--- src/bpa_pkg.sv ---
// Shared types, sizes and helper functions of the buddy page allocator.
package bpa_pkg;

  localparam int unsigned MAX_PAGES = 1024;
  localparam int unsigned NODES     = 2 * MAX_PAGES - 1;
  localparam int unsigned NODE_W    = $clog2(NODES);
  localparam int unsigned PG_W      = 11;
  localparam int unsigned OFF_W     = 10;
  localparam int unsigned WANT_W    = PG_W + 1;

  localparam logic ACT_ALLOC = 1'b0;
  localparam logic ACT_FREE  = 1'b1;

  typedef struct packed {
    logic              action;
    logic [PG_W-1:0]   request_pages;
    logic [OFF_W-1:0]  block_start;
  } in_word_t;

  typedef struct packed {
    logic              ok;
    logic [OFF_W-1:0]  granted_start;
    logic [PG_W-1:0]   block_pages;
    logic [PG_W-1:0]   pages_left;
  } out_word_t;

  typedef struct packed {
    logic              we;
    logic [NODE_W-1:0] waddr;
    logic [PG_W-1:0]   wdata;
    logic [NODE_W-1:0] raddr;
  } mem_req_t;

  // Highest set bit of v kept alone; zero stays zero.
  function automatic logic [PG_W-1:0] pow2_floor(input logic [PG_W-1:0] v);
    logic [PG_W-1:0] r;
    r = '0;
    for (int i = 0; i < PG_W; i++) begin
      if (v[i]) begin
        r    = '0;
        r[i] = 1'b1;
      end
    end
    return r;
  endfunction

  // Smallest power of two not below v; zero and one give one.
  function automatic logic [WANT_W-1:0] pow2_ceil(input logic [PG_W-1:0] v);
    logic [PG_W-1:0]   m;
    logic [WANT_W-1:0] r;
    m = v - PG_W'(1);
    r = WANT_W'(1);
    if (v > PG_W'(1)) begin
      for (int i = 0; i < PG_W; i++) begin
        if (m[i]) begin
          r      = '0;
          r[i+1] = 1'b1;
        end
      end
    end
    return r;
  endfunction

  // Buddy of a non-root node.
  function automatic logic [NODE_W-1:0] sibling(input logic [NODE_W-1:0] n);
    return n[0] ? n + NODE_W'(1) : n - NODE_W'(1);
  endfunction

endpackage

--- src/bpa_walk.sv ---
// Tree walk engine: rebuild sweep, alloc descent, free climb and ancestor update.
module bpa_walk (
  input  logic                         clk,
  input  logic                         rst,
  input  logic                         cfg_load,
  input  logic [bpa_pkg::PG_W-1:0]     cfg_pool,
  input  logic                         in_valid,
  output logic                         in_ready,
  input  bpa_pkg::in_word_t            in_data,
  output logic                         res_valid,
  input  logic                         res_ready,
  output bpa_pkg::out_word_t           res,
  output bpa_pkg::mem_req_t            mem,
  input  logic [bpa_pkg::PG_W-1:0]     rdata
);

  localparam int unsigned NW = bpa_pkg::NODE_W;
  localparam int unsigned PW = bpa_pkg::PG_W;
  localparam int unsigned OW = bpa_pkg::OFF_W;
  localparam int unsigned WW = bpa_pkg::WANT_W;

  typedef enum logic [2:0] {
    ST_CLEAR, ST_IDLE, ST_A_ROOT, ST_A_DOWN, ST_F_UP, ST_ASC, ST_DONE
  } state_t;

  state_t          state;
  logic [NW-1:0]   clr_node;
  logic [PW-1:0]   clr_val;
  logic [PW-1:0]   pool;
  logic [PW-1:0]   free_count;
  logic [NW-1:0]   node;
  logic [PW-1:0]   size;
  logic [WW-1:0]   want;
  logic [OW-1:0]   off;
  logic [PW-1:0]   cur_val;
  logic            merge;
  logic            res_ok;
  logic [OW-1:0]   res_start;
  logic [PW-1:0]   res_pages;
  logic [PW-1:0]   res_free;

  logic [NW:0]     clr_n1;
  logic [NW:0]     clr_n2;
  logic            clr_lvl;
  logic [NW-1:0]   left_c;
  logic [NW-1:0]   child_c;
  logic [NW-1:0]   parent_c;
  logic [NW-1:0]   leaf_c;
  logic            go_left;
  logic            fits;
  logic            reach;
  logic [PW-1:0]   half;
  logic [PW-1:0]   sizep;
  logic [PW:0]     sum;
  logic [PW-1:0]   maxv;
  logic [PW-1:0]   merged;
  logic [OW-1:0]   off_c;
  logic [WW-1:0]   want_c;
  logic            start_ok;

  assign clr_n1   = {1'b0, clr_node} + (NW+1)'(1);
  assign clr_n2   = clr_n1 + (NW+1)'(1);
  assign clr_lvl  = ((clr_n1 & clr_n2) == '0);

  assign left_c   = {node[NW-2:0], 1'b1};
  assign go_left  = ({1'b0, rdata} >= want);
  assign child_c  = go_left ? left_c : left_c + NW'(1);
  assign half     = size >> 1;
  assign reach    = ({1'b0, half} == want);
  assign off_c    = go_left ? off : off + half[OW-1:0];
  assign parent_c = (node - NW'(1)) >> 1;
  assign fits     = ({1'b0, rdata} >= want);

  assign sizep    = size << 1;
  assign sum      = {1'b0, cur_val} + {1'b0, rdata};
  assign maxv     = (cur_val > rdata) ? cur_val : rdata;
  assign merged   = (merge && sum == {1'b0, sizep}) ? sizep : maxv;

  assign leaf_c   = NW'(in_data.block_start) + NW'(pool) - NW'(1);
  assign start_ok = ({1'b0, in_data.block_start} < pool);
  assign want_c   = bpa_pkg::pow2_ceil(in_data.request_pages);

  assign in_ready  = (state == ST_IDLE);
  assign res_valid = (state == ST_DONE);
  assign res       = '{ok: res_ok, granted_start: res_start,
                       block_pages: res_pages, pages_left: res_free};

  always_comb begin
    mem = '{we: 1'b0, waddr: node, wdata: '0, raddr: node};
    unique case (state)
      ST_CLEAR: begin
        mem.we    = 1'b1;
        mem.waddr = clr_node;
        mem.wdata = clr_val;
      end
      ST_IDLE: begin
        mem.raddr = (in_data.action == bpa_pkg::ACT_ALLOC) ? '0 : leaf_c;
      end
      ST_A_ROOT: begin
        if (fits && {1'b0, size} == want) begin
          mem.we    = 1'b1;
          mem.waddr = '0;
        end
        mem.raddr = NW'(1);
      end
      ST_A_DOWN: begin
        if (reach) begin
          mem.we    = 1'b1;
          mem.waddr = child_c;
          mem.raddr = bpa_pkg::sibling(child_c);
        end else begin
          mem.raddr = {child_c[NW-2:0], 1'b1};
        end
      end
      ST_F_UP: begin
        if (rdata == '0) begin
          mem.we    = 1'b1;
          mem.waddr = node;
          mem.wdata = size;
          mem.raddr = (node == '0) ? '0 : bpa_pkg::sibling(node);
        end else begin
          mem.raddr = parent_c;
        end
      end
      ST_ASC: begin
        mem.we    = 1'b1;
        mem.waddr = parent_c;
        mem.wdata = merged;
        mem.raddr = (parent_c == '0) ? '0 : bpa_pkg::sibling(parent_c);
      end
      ST_DONE: begin
        mem.we = 1'b0;
      end
      default: begin
        mem.we = 1'b0;
      end
    endcase
  end

  always_ff @(posedge clk) begin
    if (rst) begin
      state      <= ST_CLEAR;
      clr_node   <= '0;
      clr_val    <= PW'(bpa_pkg::MAX_PAGES);
      pool       <= PW'(bpa_pkg::MAX_PAGES);
      free_count <= PW'(bpa_pkg::MAX_PAGES);
    end else if (cfg_load) begin
      state      <= ST_CLEAR;
      clr_node   <= '0;
      clr_val    <= cfg_pool;
      pool       <= cfg_pool;
      free_count <= cfg_pool;
    end else begin
      unique case (state)
        ST_CLEAR: begin
          clr_node <= clr_n1[NW-1:0];
          if (clr_lvl) begin
            clr_val <= clr_val >> 1;
          end
          if (clr_node == NW'(bpa_pkg::NODES - 1)) begin
            state <= ST_IDLE;
          end
        end
        ST_IDLE: begin
          res_ok    <= 1'b0;
          res_start <= '0;
          res_pages <= '0;
          res_free  <= free_count;
          if (in_valid) begin
            if (in_data.action == bpa_pkg::ACT_ALLOC) begin
              want  <= want_c;
              node  <= '0;
              size  <= pool;
              off   <= '0;
              state <= ST_A_ROOT;
            end else if (start_ok) begin
              node  <= leaf_c;
              size  <= PW'(1);
              state <= ST_F_UP;
            end else begin
              state <= ST_DONE;
            end
          end
        end
        ST_A_ROOT: begin
          if (!fits) begin
            state <= ST_DONE;
          end else if ({1'b0, size} == want) begin
            // whole pool granted, no ancestors to fix
            res_ok     <= 1'b1;
            res_pages  <= want[PW-1:0];
            free_count <= free_count - want[PW-1:0];
            res_free   <= free_count - want[PW-1:0];
            state      <= ST_DONE;
          end else begin
            state <= ST_A_DOWN;
          end
        end
        ST_A_DOWN: begin
          node <= child_c;
          size <= half;
          off  <= off_c;
          if (reach) begin
            cur_val    <= '0;
            merge      <= 1'b0;
            res_ok     <= 1'b1;
            res_start  <= off_c;
            res_pages  <= want[PW-1:0];
            free_count <= free_count - want[PW-1:0];
            res_free   <= free_count - want[PW-1:0];
            state      <= ST_ASC;
          end
        end
        ST_F_UP: begin
          if (rdata == '0) begin
            cur_val    <= size;
            merge      <= 1'b1;
            res_ok     <= 1'b1;
            res_pages  <= size;
            free_count <= free_count + size;
            res_free   <= free_count + size;
            state      <= (node == '0) ? ST_DONE : ST_ASC;
          end else if (node == '0) begin
            state <= ST_DONE;
          end else begin
            node <= parent_c;
            size <= sizep;
          end
        end
        ST_ASC: begin
          node    <= parent_c;
          size    <= sizep;
          cur_val <= merged;
          if (parent_c == '0) begin
            state <= ST_DONE;
          end
        end
        ST_DONE: begin
          if (res_ready) begin
            state <= ST_IDLE;
          end
        end
        default: begin
          state <= ST_CLEAR;
        end
      endcase
    end
  end

`ifndef ASSERT_OFF
  a_free_le_pool: assert property (@(posedge clk) disable iff (rst)
    free_count <= pool)
    else $error("free page count above pool size");

  a_asc_not_root: assert property (@(posedge clk) disable iff (rst)
    state == ST_ASC |-> node != '0)
    else $error("ancestor update started at the root");

  a_ok_pow2: assert property (@(posedge clk) disable iff (rst)
    (state == ST_DONE && res_ok) |-> $onehot(res_pages))
    else $error("granted or freed size not a power of two");

  a_idle_no_write: assert property (@(posedge clk) disable iff (rst)
    state == ST_IDLE |-> !mem.we)
    else $error("tree written while idle");

  a_cfg_rebuild: assert property (@(posedge clk) disable iff (rst)
    cfg_load |=> (state == ST_CLEAR && free_count == $past(cfg_pool)))
    else $error("pool write did not start rebuild");
`endif

endmodule

--- config.mk ---
export PLATFORM = sky130hd
export DESIGN_NAME = bpa_walk
export DESIGN_NICKNAME = d
export VERILOG_FILES = /design/src/bpa_pkg.sv /design/src/bpa_walk.sv
export SDC_FILE = /design/constraint.sdc
export NUM_CORES = 1
export LEC_CHECK = 0
export CELL_PAD_IN_SITES_DETAIL_PLACEMENT = 1
export CELL_PAD_IN_SITES_GLOBAL_PLACEMENT = 1
export CORE_AREA = 3 3 171 173
export CTS_BUF_LIST = sky130_fd_sc_hd__clkbuf_8
export CTS_CLUSTER_DIAMETER = 30
export DETAILED_ROUTE_END_ITERATION = 10
export DIE_AREA = 0 0 174 176
export DONT_BUFFER_PORTS = 1
export MAX_ROUTING_LAYER = met4
export PLACE_DENSITY_LB_ADDON = 0.1
export SETUP_SLACK_MARGIN = 0.15
export SLEW_MARGIN = 20
export SYNTH_ARGS = -nofsm -noshare
export SYNTH_HDL_FRONTEND = slang
export SYNTH_SLANG_ARGS = --single-unit
--- constraint.sdc ---
create_clock -name clk -period 5.45 [get_ports clk]
set_input_delay 1.09 -clock clk [delete_from_list [all_inputs] [get_ports clk]]
set_output_delay 1.09 -clock clk [all_outputs]
set_load 0.02 [all_outputs]
## Word level (Yosys, flattened, before mapping)

Index checks and enable logic that the tools add are counted.

- Add/subtract/negate cells: 16
- Magnitude comparators: 4
- Equality and inequality tests: 27
- Multiplexer cells: 84
- Bitwise logic cells: 5
- Reduce and logical (&&, ||, !) cells: 37

Operator list:

| operator | number |
|---|---|
| two-way mux 11 bit | 34 |
| one-hot mux 11 bit (4 select lines) | 4 |
| two-way mux 12 bit | 11 |
| one-hot mux 11 bit (5 select lines) | 2 |
| one-hot mux 11 bit (3 select lines) | 3 |
| subtractor 11 x 1 -> 11 bit (second input constant) | 4 |
| two-way mux 10 bit | 4 |
| one-hot mux 10 bit (2 select lines) | 2 |
| adder 11 x 1 -> 11 bit (second input constant) | 3 |
| zero test 11 bit | 3 |
| two-way mux 3 bit | 11 |
| AND reduction 5 bit | 5 |
| two-way mux 23 bit | 1 |
| one-hot mux 3 bit (7 select lines) | 1 |
| inequality test 2 bit (second input constant) | 10 |
| inequality test 3 bit (second input constant) | 5 |
| AND reduction 7 bit | 2 |
| adder 11 x 1 -> 12 bit (second input constant) | 1 |
| adder 11 x 11 -> 12 bit | 1 |
| adder 12 x 1 -> 12 bit (second input constant) | 1 |
| bitwise AND 12 bit | 1 |
| == test 10 x 12 -> 1 bit | 1 |
| == test 11 x 12 -> 1 bit | 1 |
| == test 12 x 11 -> 1 bit | 1 |
| 40 further kinds | 61 |

- Register bits: 136
- Input port bits: 49
- Output and inout bits: 69
- Word-level logic and storage cells: 198

## Depth between registers and ports, before layout

Gate-level depths: netlist of run 1.

- Depth after elaboration: 12
- Depth in mapped cells: 18
- Gate-level depth less buffers: 15

## Worst setup path after synthesis of run 1

No wires, ideal clock.

- Path type: input port to output port
- From: input rdata[9] in the netlist's numbering
- To: output mem[10] in the netlist's numbering
- Data arrival time: 4.486 ns
- Required time: 4.360 ns
- Setup slack: -0.126 ns
- Stages: 17
- Path buffers: 3
- Cell sequence: ha_1 > nand3_1 > or2_0 > o31a_1 > a21oi_1 > inv_2 > buf_4 > buf_2 > buf_2 > ha_1 > nor2_1 > a221oi_1 > nor2_1 > a31oi_1 > a21oi_1 > mux2i_1 > o21ai_0

RTL lines:

| item | RTL line | RTL |
|---|---|---|
| start, declared | bpa_walk.sv:14 | `input logic [bpa_pkg::PG_W-1:0] rdata` |
| end, declared | bpa_walk.sv:13 | `output bpa_pkg::mem_req_t mem,` |

==> results of run 1 <==
==> layout make-up <==
class / count / area, um2
clock buffer: 18 / 248
clock inverter: 14 / 198
fill: 3383 / 13700
inverter: 105 / 394
multi-input combinational: 1228 / 8480
sequential: 136 / 3610
tap: 378 / 473
timing repair buffer: 85 / 642
==> Yosys cell counts, drive strengths merged (14+ instances only) <==
cell	n
a211oi	22
a21o	19
a21oi	109
a22oi	16
a31oi	14
buf	35
clkbuf	67
dfxtp	47
edfxtp	89
ha	113
inv	104
mux2i	33
nand2	156
nand2b	25
nand3	39
nand4	14
nor2	143
nor2b	14
nor3	36
o211ai	24
o21ai	100
o22ai	17
or3	15
xnor2	71
xor2	54
==> routing by layer <==
layer,global-route usage (%),share of wire (%),vias up
met2,49.5,45,480
met3,4.84,7.3,98
li1,-,-,5694
met1,43.4,45,6150
met5,-,0,-
met4,9.25,2.8,0
==> critical path, cell delays in order (launching register included) <==
cell	delay (ns)
edfxtp_1	0.43
inv_1	0.17
ha_1	0.32
nand3_1	0.13
or2_0	0.25
o31a_1	0.34
a21oi_2	0.17
inv_2	0.09
ha_4	0.30
nor2_1	0.05
a221oi_2	0.32
o21ai_0	0.17
a32oi_2	0.30
xnor2_1	0.09
o211ai_1	0.25
a21oi_2	0.09
buf_4	0.16
==> power groups by stage <==
stage / Sequential [mW] / Clock, mW / Combinational, mW
2_1_floorplan: 1.14 / 0 / 0.302
3_3_place_gp: 1.15 / 0 / 0.382
3_5_place_dp: 1.15 / 0 / 0.392
4_1_cts: 1.13 / 1.00 / 0.396
5_1_grt: 1.13 / 1.05 / 0.448
6_report: 1.13 / 0.998 / 0.401
==> logic make-up after synthesis <==
| logic type | after synthesis |
|---|---|
| AND/OR/NAND/NOR | 501 |
| AO/OA/AOI/OAI | 445 |
| buffers and inverters | 207 |
| XOR/XNOR | 126 |
| multiplexers | 37 |
| flip-flops | 136 |
| adder cells (fa/ha/maj) | 119 |
==> how the worst min path moves through the flow <==
stage | end | cells past startpoint
2_1_floorplan | pool[4]$_SDFFE_PP0P_ | 2
3_3_place_gp | pool[7]$_SDFFE_PP0P_ | 2
3_5_place_dp | pool[7]$_SDFFE_PP0P_ | 2
4_1_cts | pool[4]$_SDFFE_PP0P_ | 2
5_1_grt | clr_val[10]$_SDFFE_PP1P_ | 2
6_report | pool[4]$_SDFFE_PP0P_ | 2
==> what timing repair did <==
action                                  CTS  global route
pin swaps                                 0             4
endpoints found under the setup margin    1            14
setup buffers                             0             8
gates resized for setup                   1            12
cloned                                    0             0
==> metrics.md, run 1 <==
| Metric | Value |
|---|---|
| Worst-Skew Late Latency | 0.46 ns |
| Hold_ws | 0.498 ns |
| Combinational share of power | 15.8% |
| Nature of the critical path startpoint | flop |
| Worst-path fanout max | 6 |
| GRT Total Usage | 31.9% |
| Routed Antenna Nets | 0 |
| Gpl congestion | 0.938 |
| Core area | 27800 um2 |
| Fin crit share | 95.5% |
| Xor/xnor share of the synthesized area | 8.71% |
| H-tree depth | 4 |
| Sequential area share after synthesis | 28.2% |
| Most flops, register | want |
| Clock power frac | 39.5% |
| Worst slew pin tran | 1.15 ns |
| Initial Util | 46.2% |
| CP endpoint | mem[6] |
| Synth area leader | edfxtp_1 |
| Slew Limit Fails | 0 |
| Via density | 6.32 |
| Io pins | 118 |
| Net Count, Synth | 1739 |
| Crit path DAT | 4.12 ns |
| Internal | 1.79 mW |
| Max Buffers Root-to-Sink | 2 |
| Final wirelength | 48.3 mm |
| Part of the power in registers | 44.7% |
| FP Rows | 61 |
| Fin Setup TNS | 0 ns |
| Antenna violations before repair | 0 |
| CTS Sinks | 136 |
| Post-DP HPWL | 36.5 mm |
| R2R depth | 10 |
| Cell variety after synth | 87 |
| Cell count after synthesis | 1571 |
| Leakage | 5.61 nW |
| Reg-to-reg endpoint | off[8]$_DFFE_PP_ |
| Port bufs | 0 |
| Nets@finish | 1741 |
| Final setup viols | 0 |
| Synth Register Bits | 136 |
| Avg Cell Area, Syn | 8.17 um2 |
| R2R Setup Slk | 1.66 ns |
| Sw frac | 29.0% |
| Max_cap viols | 0 |
| Switching Power | 734 uW |
| CP Capture Type | primary output |
| Via count | 12422 |
| First-pass GRT wire length | 74.5 mm |
| Finished Layout Cells | 1964 |
| Most frequent cells in the layout | nand2_1, nor2_1, ha_1 |
| Residual DRC | 0 |
| Post-Synth Simple-Gate Area | 18.5% |
| PwrDens | 180 nW/um2 |
| Layout Skew | 0.0240 ns |
| Post-synth EDFFs | 89 |
| Top FF cell, synth | edfxtp_1 |
| Adder-cell area share of the yosys netlist | 12.0% |
| Layout Utilization | 50.5% |
| HP Class | flop to flop |
| Synth Cell Area | 12800 um2 |
| Period minus WS final | 5.21 ns |
| Total Power | 2.53 mW |
| Share of cells above drive strength 1 | 10.3% |
| Cts hold-fix bufs | 0 |
| Die Ht | 176 um |
| Die W | 174 um |
| Hold path start | pool[4]$_SDFFE_PP0P_ |
| CTS tree | built |
| DP Area | 13500 um2 |
| Final hold viol count | 0 |
| Mux cell area share after synthesis | 2.93% |
| Max_slew headroom | 22.6% |
| CTS root buf | clkbuf_8 |
| Setup crit start | want[8]$_SDFFCE_PP0P_ |
| Final worst slack | 0.243 ns |
| Peak VDD IR | 0.140 mV |
| Crit Path Class | flop to primary output |
| First-pass DRT Iterations | 5 |
| Overflow after GRT | 0 |
| Synth async-reset ratio | 0% |
| Commonest non-fill, non-tap cell in the layout | nand2_1 |
| Layout area overhead | 9.47% |
| Fin area | 14000 um2 |
| Largest family of logic cells by synthesized area | compound AO/OA/AOI/OAI gates |
| Detailed Route Iter0 Violations | 1141 |
| Via count of the first global-routing pass | 12551 |
| CTS Buf Count | 17 |
| Placed Cells | 1924 |
| Status | completed |
| YS warnings | 0 |
| Die area | 30600 um2 |
| Top post-synthesis cells by area | edfxtp_1, ha_1, dfxtp_1 |
| Antenna cell count | 0 |
| Worst r2r src | size[2]$_DFFE_PP_ |
| CP Data Required Time | 4.36 ns |
| Share of the synthesized area in the top cell type | 20.8% |
| Largest register FFs | 12 |
| RSZ-0062 raised after global routing | yes |
| Avg WL per Cell | 24.6 um |
| Maximum clock rate | 192 MHz |
| Largest net degree at the start of global routing | 36 |
| Compound-Gate Fraction of Synth Area | 23.1% |
| Place WS | 0.145 ns |
| Reg clk slew, reported paths | 0.10 ns |
No activity file was read; power rests on OpenSTA's default activity.
==> run 2: changes to the inputs <==
--- a/config.mk
+++ b/config.mk
@@ -6,14 +6,12 @@
 export NUM_CORES = 1
 export LEC_CHECK = 0
-export CELL_PAD_IN_SITES_DETAIL_PLACEMENT = 1
-export CELL_PAD_IN_SITES_GLOBAL_PLACEMENT = 1
-export CORE_AREA = 3 3 171 173
+export CORE_AREA = 3 3 165 167
 export CTS_BUF_LIST = sky130_fd_sc_hd__clkbuf_8
 export CTS_CLUSTER_DIAMETER = 30
 export DETAILED_ROUTE_END_ITERATION = 10
-export DIE_AREA = 0 0 174 176
+export DIE_AREA = 0 0 168 170
 export DONT_BUFFER_PORTS = 1
 export MAX_ROUTING_LAYER = met4
-export PLACE_DENSITY_LB_ADDON = 0.1
+export PLACE_DENSITY = 0.67
 export SETUP_SLACK_MARGIN = 0.15
 export SLEW_MARGIN = 20
==> constraint.sdc (replaced) <==
create_clock -name clk -period 5.45 [get_ports clk]
set_input_delay 0.545 -clock clk [delete_from_list [all_inputs] [get_ports clk]]
set_output_delay 0.545 -clock clk [all_outputs]
set_load 0.02 [all_outputs]
==> run 2 against run 1 <==
  * Hold slack got worse by 0.36 ns
  * Critical path depth decreased by 2
  * Final cell count decreased by 4.9%
  * Combinational power decreased by 5.5%
  * Clock skew increased by 0.0015 ns
  * Clock power decreased by 5.7%
  * Register-to-register slack about the same
  * Flip-flop and latch count unchanged
  * First-iteration DRC count increased by 42%
  * Highest routed layer unchanged
==> metrics.md, run 2 (same netlist as run 1, synthesis figures left out) <==
| Metric | Value |
|---|---|
| Avg WL per Cell | 22.8 um |
| CP Capture Type | primary output |
| Largest register FFs | 12 |
| HP Class | input port to flop |
| Finished Layout Cells | 1868 |
| Post-CTS setup buffer count | 0 |
| Slowest CP cell | edfxtp_1 |
| Fin crit share | 88.9% |
| CTS Buf Count | 17 |
| Fill cells | 2414 |
| Reg clk slew, reported paths | 0.10 ns |
| Most flops, register | want |
| Hold depth | 1 |
| H-tree depth | 4 |
| Worst-path fanout max | 13 |
| FP Rows | 59 |
| Initial Util | 49.5% |
| Critical-path cell list | inv_1, ha_1, nand2_1, xnor2_1, ha_1, o21ai_0, a21oi_1, or4_1, a31o_2, a21oi_1, xnor2_1, nand2_1, a31oi_1, buf_4 |
| Via count | 12044 |
| CTS tree | built |
| Placed Cells | 1835 |
| Layout Utilization | 52.1% |
| Port bufs | 0 |
| PwrDens | 182 nW/um2 |
| Antenna violations before repair | 1 |
| Hold path start | rst |
| Max_slew headroom | 21.5% |
| CP Data Required Time | 4.91 ns |
| CTS root buf | clkbuf_8 |
| Core area | 25900 um2 |
| Layout area overhead | 5.27% |
| Max_cap viols | 0 |
| Cts hold-fix bufs | 0 |
| CTS Sinks | 136 |
| Period minus WS final | 4.84 ns |
| Final wirelength | 42.6 mm |
| Overflow after GRT | 0 |
| Routed Antenna Nets | 0 |
| Via count of the first global-routing pass | 11209 |
| Nature of the critical path startpoint | flop |
| R2R depth | 10 |
| Post-DP HPWL | 31.6 mm |
| Commonest non-fill, non-tap cell in the layout | nand2_1 |
| Hold Crit Endpoint | free_count[1]$_SDFFE_PP0P_ |
| Worst r2r src | size[2]$_DFFE_PP_ |
| Post-CTS resize count | 0 |
| GRT Total Usage | 30.1% |
| Slew Limit Fails | 0 |
| Share of cells above drive strength 1 | 6.46% |
| Reg-to-reg endpoint | res_start[8]$_DFFE_PP_ |
| RSZ-0062 raised after global routing | no |
| Residual DRC | 0 |
| R2R Setup Slk | 1.65 ns |
| Max Buffers Root-to-Sink | 2 |
| Crit Path Class | flop to primary output |
| Detailed Route Iter0 Violations | 1623 |
| Most frequent cells in the layout | nand2_1, nor2_1, ha_1 |
| Maximum clock rate | 207 MHz |
| Io pins | 118 |
| Final hold viol count | 0 |
| Peak VDD IR | 0.138 mV |
| Via density | 6.45 |
| CP delay by family, top | compound AO/OA/AOI/OAI gates |
| Die W | 168 um |
| Worst slew pin tran | 1.16 ns |
| Worst-Skew Late Latency | 0.47 ns |
| CP max stage delay | 0.59 ns |
| Status | completed |
| Layout Skew | 0.0255 ns |
| Die Ht | 170 um |
| First-pass DRT Iterations | 6 |
| Gpl congestion | 0.984 |
| Fin Setup TNS | 0 ns |
| Die area | 28600 um2 |
| Leakage | 5.31 nW |
| Crit path DAT | 4.30 ns |
| WP buf/inv | 2 |
| First-pass GRT wire length | 65.5 mm |
| Largest net degree at the start of global routing | 36 |
| Final setup viols | 0 |
| Nets@finish | 1687 |
[run 2: cell types whose count changed in the layout (fill, tap and decap cells not counted), sizes merged]
cell      before  now
buf           85   31
bufinv         4    2
clkbuf        18   17
diode          0    1
inv          110  113
clkinv         3    4
clkinvlp       2    1
[run 2: layer usage]
metal	part of all wire [%]	vias up	track usage [%]
met5	0	-	-
met1	44	5691	42.1
met2	43	674	43.8
met3	9.9	97	5.76
met4	3.1	0	10.4
li1	-	5582	-
[run 2: metrics by stage]
step	cell area, um2	power [mW]	hold WS [ns]	setup slack [ns]
finish	13500	2.45	0.141	0.607
detailed placement	13100	1.53	0.481	1.18
global route	13500	2.55	0.114	0.415
global placement	13100	1.52	0.476	1.24
CTS	13500	2.46	0.113	0.686
floorplan	12800	1.45	0.458	0.964
[run 2: worst max path at each step]
stage          depth (start not counted)                   from  slack [ns]       to
2_1_floorplan                         17               rdata[9]        0.96  mem[10]
3_3_place_gp                          16               rdata[0]        1.24   mem[6]
3_5_place_dp                          16               rdata[0]        1.18   mem[6]
4_1_cts                               14      node[1]$_DFFE_PP_        0.69   mem[9]
5_1_grt                               16  want[5]$_SDFFCE_PP0P_        0.41   mem[6]
6_report                              14      node[1]$_DFFE_PP_        0.61   mem[9]
[run 2: final cells by class]
type	count	area, um2	area share (%)
inverter	105	394	2.92
clock buffer	17	234	1.73
sequential	136	3610	26.8
multi-input combinational	1228	8410	62.3
tap	335	419	3.10
timing repair buffer	31	233	1.72
clock inverter	15	198	1.46
antenna	1	2.50	0.0185
[run 2: where the power goes]
group          switching (mW)  internal (mW)  leakage [nW]
clock                   0.506          0.435         0.215
sequential             0.0246           1.11          1.18
combinational           0.222          0.157          3.91
total                   0.753           1.70          5.31
